--- src/hdl/assert_macros.svh ---
// assertion macros used by the complex magnitude unit
// no dependencies; the assertions drop out when SYNTH is defined
`ifndef ASSERT_MACROS_SVH
`define ASSERT_MACROS_SVH

`ifndef SYNTH
`define ASSERT_CLK(lbl, clk, rstn, prop, msg) \
  lbl: assert property (@(posedge clk) disable iff (!rstn) prop) else $error(msg);
`define ASSERT_NEVER(lbl, clk, rstn, cond, msg) \
  lbl: assert property (@(posedge clk) disable iff (!rstn) !(cond)) else $error(msg);
`else
`define ASSERT_CLK(lbl, clk, rstn, prop, msg)
`define ASSERT_NEVER(lbl, clk, rstn, cond, msg)
`endif

`endif

--- src/hdl/cmf_pkg.sv ---
// package for the complex magnitude unit: widths, stage counts, root step
// no dependencies
package cmf_pkg;

  localparam int DATA_W          = 32;
  localparam int TAG_W           = 9;
  localparam int MAG_W           = 24;
  localparam int ROOT_STEPS      = 24;
  localparam int STEPS_PER_STAGE = 2;
  localparam int ROOT_STAGES     = ROOT_STEPS / STEPS_PER_STAGE;
  // abs stage, square stage, sum stage, then the root stages
  localparam int NUM_STAGES      = ROOT_STAGES + 3;
  localparam int ROOT_SHIFT      = 8;
  localparam int FRAC_W          = 16;

  localparam int IN_TDATA_W  = ((2 * DATA_W + TAG_W + 7) / 8) * 8;
  localparam int OUT_TDATA_W = ((MAG_W + TAG_W + 7) / 8) * 8;
  localparam int IN_PAD_W    = IN_TDATA_W - 2 * DATA_W - TAG_W;
  localparam int OUT_PAD_W   = OUT_TDATA_W - MAG_W - TAG_W;

  localparam logic [DATA_W-1:0] TRIAL_START = 32'h4000_0000;

  typedef struct packed {
    logic [DATA_W-1:0] rem;
    logic [DATA_W-1:0] root;
  } rt_t;

  // one restoring step; remainder and sums wrap at the data width
  function automatic rt_t root_step(rt_t s, logic [DATA_W-1:0] trial_bit);
    rt_t               o;
    logic [DATA_W-1:0] trial;
    trial = s.root + trial_bit;
    o     = s;
    if (s.rem >= trial) begin
      o.rem  = s.rem - trial;
      o.root = trial + trial_bit;
    end
    o.rem = o.rem << 1;
    return o;
  endfunction

endpackage

--- src/hdl/complex_magnitude_fixed_unit.sv ---
// complex magnitude unit: sqrt(re^2 + im^2) of a 16.16 bin, fully pipelined
// depends on cmf_pkg and assert_macros.svh
//
// Takes one item per clock while the output is not stalled and returns its 8.16
// magnitude with the bin index echoed. One stage takes absolute values, one
// squares both parts on two 32x32 multipliers, one adds the squares, and
// twelve stages each run two steps of the 24-step restoring square root.
// Every stage has its own valid bit and advances when its successor has room,
// so a stalled output only holds back stages that are full, and bubbles are
// squeezed out while the output waits.
`include "assert_macros.svh"

module complex_magnitude_fixed_unit (
  input  logic                             clk,
  input  logic                             rst_n,
  input  logic                             in_tvalid,
  output logic                             in_tready,
  // real_part[31:0], imag_part[63:32], bin_index[72:64], zero pad
  input  logic [cmf_pkg::IN_TDATA_W-1:0]   in_tdata,
  output logic                             out_tvalid,
  input  logic                             out_tready,
  // magnitude[23:0], bin_tag[32:24], zero pad
  output logic [cmf_pkg::OUT_TDATA_W-1:0]  out_tdata
);
  import cmf_pkg::*;

  localparam int RT_BASE = 2;

  logic [NUM_STAGES-1:0] v_r;
  logic [NUM_STAGES-1:0] v_nxt;
  logic [NUM_STAGES:0]   rdy;
  logic [TAG_W-1:0]      tag_r [NUM_STAGES];

  logic signed [DATA_W-1:0] in_re;
  logic signed [DATA_W-1:0] in_im;
  logic [DATA_W-1:0]        abs_re_r;
  logic [DATA_W-1:0]        abs_im_r;
  logic [2*DATA_W-1:0]      prod_re;
  logic [2*DATA_W-1:0]      prod_im;
  logic [DATA_W-1:0]        sq_re_r;
  logic [DATA_W-1:0]        sq_im_r;
  rt_t                      rt_r   [ROOT_STAGES+1];
  rt_t                      rt_nxt [1:ROOT_STAGES];

  // ready chain: a stage takes new data when empty or when it moves on
  assign rdy[NUM_STAGES] = out_tready;
  for (genvar k = 0; k < NUM_STAGES; k++) begin : g_rdy
    assign rdy[k] = ~v_r[k] | rdy[k+1];
  end

  always_comb begin
    v_nxt = v_r;
    for (int k = 0; k < NUM_STAGES; k++) begin
      if (rdy[k]) begin
        v_nxt[k] = (k == 0) ? in_tvalid : v_r[(k == 0) ? 0 : k-1];
      end
    end
  end

  always_ff @(posedge clk) begin
    if (!rst_n) begin
      v_r <= '0;
    end else begin
      v_r <= v_nxt;
    end
  end

  // tag travels with the item
  always_ff @(posedge clk) begin
    if (rdy[0]) begin
      tag_r[0] <= in_tdata[2*DATA_W +: TAG_W];
    end
    for (int k = 1; k < NUM_STAGES; k++) begin
      if (rdy[k]) begin
        tag_r[k] <= tag_r[k-1];
      end
    end
  end

  // absolute values; the most negative value maps to itself as unsigned
  assign in_re = in_tdata[0 +: DATA_W];
  assign in_im = in_tdata[DATA_W +: DATA_W];

  always_ff @(posedge clk) begin
    if (rdy[0]) begin
      abs_re_r <= in_re[DATA_W-1] ? DATA_W'(-in_re) : DATA_W'(in_re);
      abs_im_r <= in_im[DATA_W-1] ? DATA_W'(-in_im) : DATA_W'(in_im);
    end
  end

  // 16.16 squares, truncated to 32 bits
  assign prod_re = {{DATA_W{1'b0}}, abs_re_r} * {{DATA_W{1'b0}}, abs_re_r};
  assign prod_im = {{DATA_W{1'b0}}, abs_im_r} * {{DATA_W{1'b0}}, abs_im_r};

  always_ff @(posedge clk) begin
    if (rdy[1]) begin
      sq_re_r <= prod_re[FRAC_W +: DATA_W];
      sq_im_r <= prod_im[FRAC_W +: DATA_W];
    end
  end

  // wrapping sum starts the root
  always_ff @(posedge clk) begin
    if (rdy[RT_BASE]) begin
      rt_r[0].rem  <= sq_re_r + sq_im_r;
      rt_r[0].root <= '0;
    end
  end

  for (genvar r = 1; r <= ROOT_STAGES; r++) begin : g_root
    always_comb begin
      rt_nxt[r] = rt_r[r-1];
      for (int j = 0; j < STEPS_PER_STAGE; j++) begin
        rt_nxt[r] = root_step(rt_nxt[r],
                              TRIAL_START >> ((r - 1) * STEPS_PER_STAGE + j));
      end
    end

    always_ff @(posedge clk) begin
      if (rdy[RT_BASE + r]) begin
        rt_r[r] <= rt_nxt[r];
      end
    end
  end

  assign in_tready  = rdy[0];
  assign out_tvalid = v_r[NUM_STAGES-1];
  assign out_tdata  = {{OUT_PAD_W{1'b0}}, tag_r[NUM_STAGES-1],
                       rt_r[ROOT_STAGES].root[ROOT_SHIFT +: MAG_W]};

  `ASSERT_CLK(a_accept_fills, clk, rst_n, (in_tvalid && in_tready |=> v_r[0]), "accepted item lost at entry")
  `ASSERT_NEVER(a_full_when_blocked, clk, rst_n, (!in_tready && !(&v_r)), "input blocked with a bubble in the pipe")
  `ASSERT_CLK(a_stall_holds, clk, rst_n, (v_r[0] && !rdy[0] |=> v_r[0] && $stable(tag_r[0])), "stalled stage changed")
  `ASSERT_NEVER(a_root_low_bits, clk, rst_n, (out_tvalid && (rt_r[ROOT_STAGES].root[ROOT_SHIFT-1:0] != '0)), "root has bits below the last trial bit")

endmodule

--- config.mk ---
export PLATFORM = sky130hd
export DESIGN_NAME = complex_magnitude_fixed_unit
export DESIGN_NICKNAME = d
export VERILOG_FILES = /design/src/hdl/cmf_pkg.sv /design/src/hdl/complex_magnitude_fixed_unit.sv
export VERILOG_INCLUDE_DIRS = /design/src /design/src/hdl
export SDC_FILE = /design/constraint.sdc
export NUM_CORES = 2
export LEC_CHECK = 0
export BUFFER_PORTS_ARGS = -buffer_cell sky130_fd_sc_hd__buf_2
export CAP_MARGIN = 30
export CORE_MARGIN = 2
export CORE_UTILIZATION = 40
export DETAILED_ROUTE_END_ITERATION = 10
export SLEW_MARGIN = 10
export SYNTH_ARGS = -nofsm -noshare
export SYNTH_HDL_FRONTEND = slang
export SYNTH_SLANG_ARGS = --single-unit
--- constraint.sdc ---
create_clock -name clk -period 12.4 [get_ports clk]
set_clock_uncertainty 0.05 [all_clocks]
set_input_delay 3.72 -clock clk [delete_from_list [all_inputs] [get_ports clk]]
set_output_delay 3.72 -clock clk [all_outputs]
set_load 0.02 [all_outputs]
==> impl_metrics.py <==
metrics = {
    "run_status": {
        "status": "finished clean",
    },
    "critical_path": {
        "crit_family": "simple AND/OR/NAND/NOR gates",
        "cpMostUsedCell": "and2_1",
        "worstReg2RegEnd": "sq_im_r[31]",
        "cpMaxStageDelayCell": "nor2_1",
        "r2r-start": "abs_im_r[11]",
        "rrSetupSlack_ns": 3.08,
        "worst_path_largest_cell_delay_ns": 0.44,
        "required_ns": 8.63,
        "cp.arrival_ns": 6.95,
        "critPathKind": "in -> out",
        "cp-end-kind": "primary output",
        "reg2reg_depth": 28,
        "crit_buf_inv": 5,
        "worstPathCellList": "buf_2, nor2b_1, inv_1, nor2_1, and2_1, inv_1, buf_4, nor2_1, and2_1, and3_1, and2_1, nand2_4, buf_2",
        "cp-start-kind": "primary input",
        "crit_fanout": 42,
    },
    "global_routing": {
        "grt_max_degree": 62,
        "grt_first_pass_wirelength_mm": 330,
        "grt_usage": 0.188,
        "first_global_vias": 61200,
        "antenna_found_initial": 9,
        "globalRouteOverflowTotal": 0,
    },
    "routing": {
        "drc_errors": 0,
        "wl_per_cell_um": 17.9,
        "drtIter0Drc": 2983,
        "ant_nets": 0,
        "wl_mm": 204,
        "dr.pass1.iters": 7,
        "via_per_inst": 4.95,
        "num_vias": 56200,
    },
    "floorplan": {
        "floorplan.initialDensity": 0.401,
        "std_cell_rows": 171,
        "core_um2": 217000,
        "ios": 126,
        "die_area_um2": 221000,
        "die_w_um": 470,
        "die_h_um": 470,
    },
    "clocking": {
        "post_cts_buffers": 0,
        "root_buffer": "clkbuf_16",
        "clk_path_buf_depth": 3,
        "htreeDepth": 3,
        "cts_sinks": 707,
        "clk_pin_slew_ns": 0.06,
        "cts_buffers": 82,
        "cts_resized": 0,
        "cts_hold_buf": 0,
        "clk_latency_ns": 0.70,
        "cts_tree": "yes",
    },
    "synthesis": {
        "synth_top_cell_by_area": "fa_1",
        "synthMostInstantiatedCell": "inv_1",
        "ys.flop_type": "edfxtp_1",
        "synthArstFlopShare": 0,
        "ys_types": 80,
        "syn_area_um2": 87000,
        "synth_top_cells_by_count": "inv_1 (2110), fa_1 (1403), ha_1 (756)",
        "ys_warn_count": 0,
        "yosysSeqAreaShare": 0.242,
        "synth_top_area_frac": 0.323,
        "ys_ff_latch": 707,
        "syn_avg_cell_area_um2": 10.4,
        "synthCells": 8401,
        "synth_edf_count": 692,
        "synth_area_leaders": "fa_1 (32%), edfxtp_1 (24%), ha_1 (11%), inv_1 (9.1%), and2_1 (3.1%)",
    },
    "hold_path": {
        "min_to": "tag_r[0][16]",
        "hold_class": "reg -> reg",
        "hp-start": "tag_r[0][7]",
        "hold_depth": 0,
    },
    "layout": {
        "area_delta_synth_final_pct": 7.56,
        "fin_nets": 10700,
        "num-fill-cells": 20500,
        "drive_gt1_frac": 0.0585,
        "final_util": 0.432,
        "multi_input_area_um2": 56900,
        "seqCellArea_um2": 21100,
    },
    "timing": {
        "rsz0062_at_grt": "no",
        "tightestPinTransition_ns": 0.962,
        "layout_min_cycle_time_ns": 10.72,
        "final-setup-viol-count": 0,
        "fmax_mhz": 93.3,
        "finalSetupTns_ns": 0,
        "finalCritPeriodShare": 0.865,
        "drv_slew": 0,
        "max_slew_margin": 0.359,
        "final_hold_viol_count": 0,
    },
    "place": {
        "hpwlAfterDp_mm": 165,
        "io_buffers": 111,
        "gp_congestion": 0.898,
    },
    "job": {
        "maxCapViolations": 0,
    },
}
[worst max-delay path by stage]
stage / from / to / slack, ns / cells past startpoint
3_5_place_dp: out_tready / in_tready / 1.71 / 13
2_1_floorplan: out_tready / in_tready / 0.44 / 10
4_1_cts: out_tready / in_tready / 1.69 / 13
3_3_place_gp: out_tready / in_tready / 1.75 / 13
5_1_grt: out_tready / in_tready / 1.42 / 13
6_report: out_tready / in_tready / 1.68 / 13
[metal layers]
layer,track usage,share of wire
met1,0.247,0.43
met2,0.328,0.50
met3,0.0211,0.043
met4,0.0504,0.028
met5,0,0.000059
[worst reg2reg max path: cells and delay by family, from the launching register on]
family                     cells  cell delay [ns]
adders and majority gates      9             4.41
DFF                            1             0.87
AOI/OAI and AO/OA              5             2.07
and+or+nand+nor                5             0.79
xor gates and xnor gates       1             0.12
buffers and inverters          8             0.77
[kinds of logic after synthesis]
| kind of cell | Yosys count | synth area share |
|---|---|---|
| AOI/OAI and AO/OA | 923 | 0.0681 |
| xor gates and xnor gates | 446 | 0.0449 |
| adders and majority gates | 2159 | 0.432 |
| buffers and inverters | 2364 | 0.104 |
| DFF | 707 | 0.242 |
| muxes | 103 | 0.0132 |
| other | 1 | 0.0000431 |
| and+or+nand+nor | 1698 | 0.0959 |
[through the flow]
| stage | cells | hold slack, ns | instance area [um^2] | worst slack [ns] |
|---|---|---|---|---|
| 3_3_place_gp | 11200 | 0.351 | 90700 | 1.75 |
| 2_1_floorplan | 8408 | 0.350 | 87000 | 0.439 |
| 6_report | 11400 | 0.357 | 93600 | 1.68 |
| 4_1_cts | 11400 | 0.363 | 93500 | 1.69 |
| 5_1_grt | 11400 | 0.370 | 93600 | 1.42 |
| 3_5_place_dp | 11200 | 0.355 | 90800 | 1.71 |
[placed cells by master (no fill, tap or decap), drive strengths merged, types with 17 or more instances in the layout]
cell / synthesis / routed
nand4: 36 / 36
nand2b: 41 / 41
or3: 31 / 31
o21a: 73 / 73
nor2: 259 / 259
nand3: 52 / 52
xnor2: 297 / 297
nor2b: 57 / 57
mux2: 97 / 97
buf: 56 / 200
a211oi: 21 / 21
xor2: 149 / 149
a21oi: 278 / 278
and2: 426 / 426
a31o: 26 / 26
edfxtp: 692 / 692
o21ai: 179 / 179
a21o: 124 / 124
inv: 2112 / 2116
clkinv: 2 / 43
o21bai: 32 / 32
nand2: 628 / 628
a31oi: 33 / 33
o31ai: 52 / 52
nor4: 34 / 34
nor3: 59 / 59
ha: 756 / 756
fa: 1403 / 1403
and3: 21 / 21
clkbuf: 194 / 96
or2: 22 / 22
a21boi: 17 / 17
[registers in the layout, summed over array words and instances (netlist names)]
signal / count
sq_im_r: 32
abs_re_r: 32
v_r: 15
rt_r: 429
tag_r: 135
abs_im_r: 32
sq_re_r: 32
[area by class of cell]
cell class / instances / area share
well taps: 2854 / 0.0382
clock inverters: 52 / 0.00625
clock buffers: 96 / 0.0227
multi-input cells: 5337 / 0.609
diodes: 6 / 0.000160
inverters: 2114 / 0.0848
flip-flops and latches: 707 / 0.225
repair buffers: 200 / 0.0139
Power is left out: the tool's default activity adds up to more than one toggle a clock period on the data nets, which glitch-free logic cannot reach.
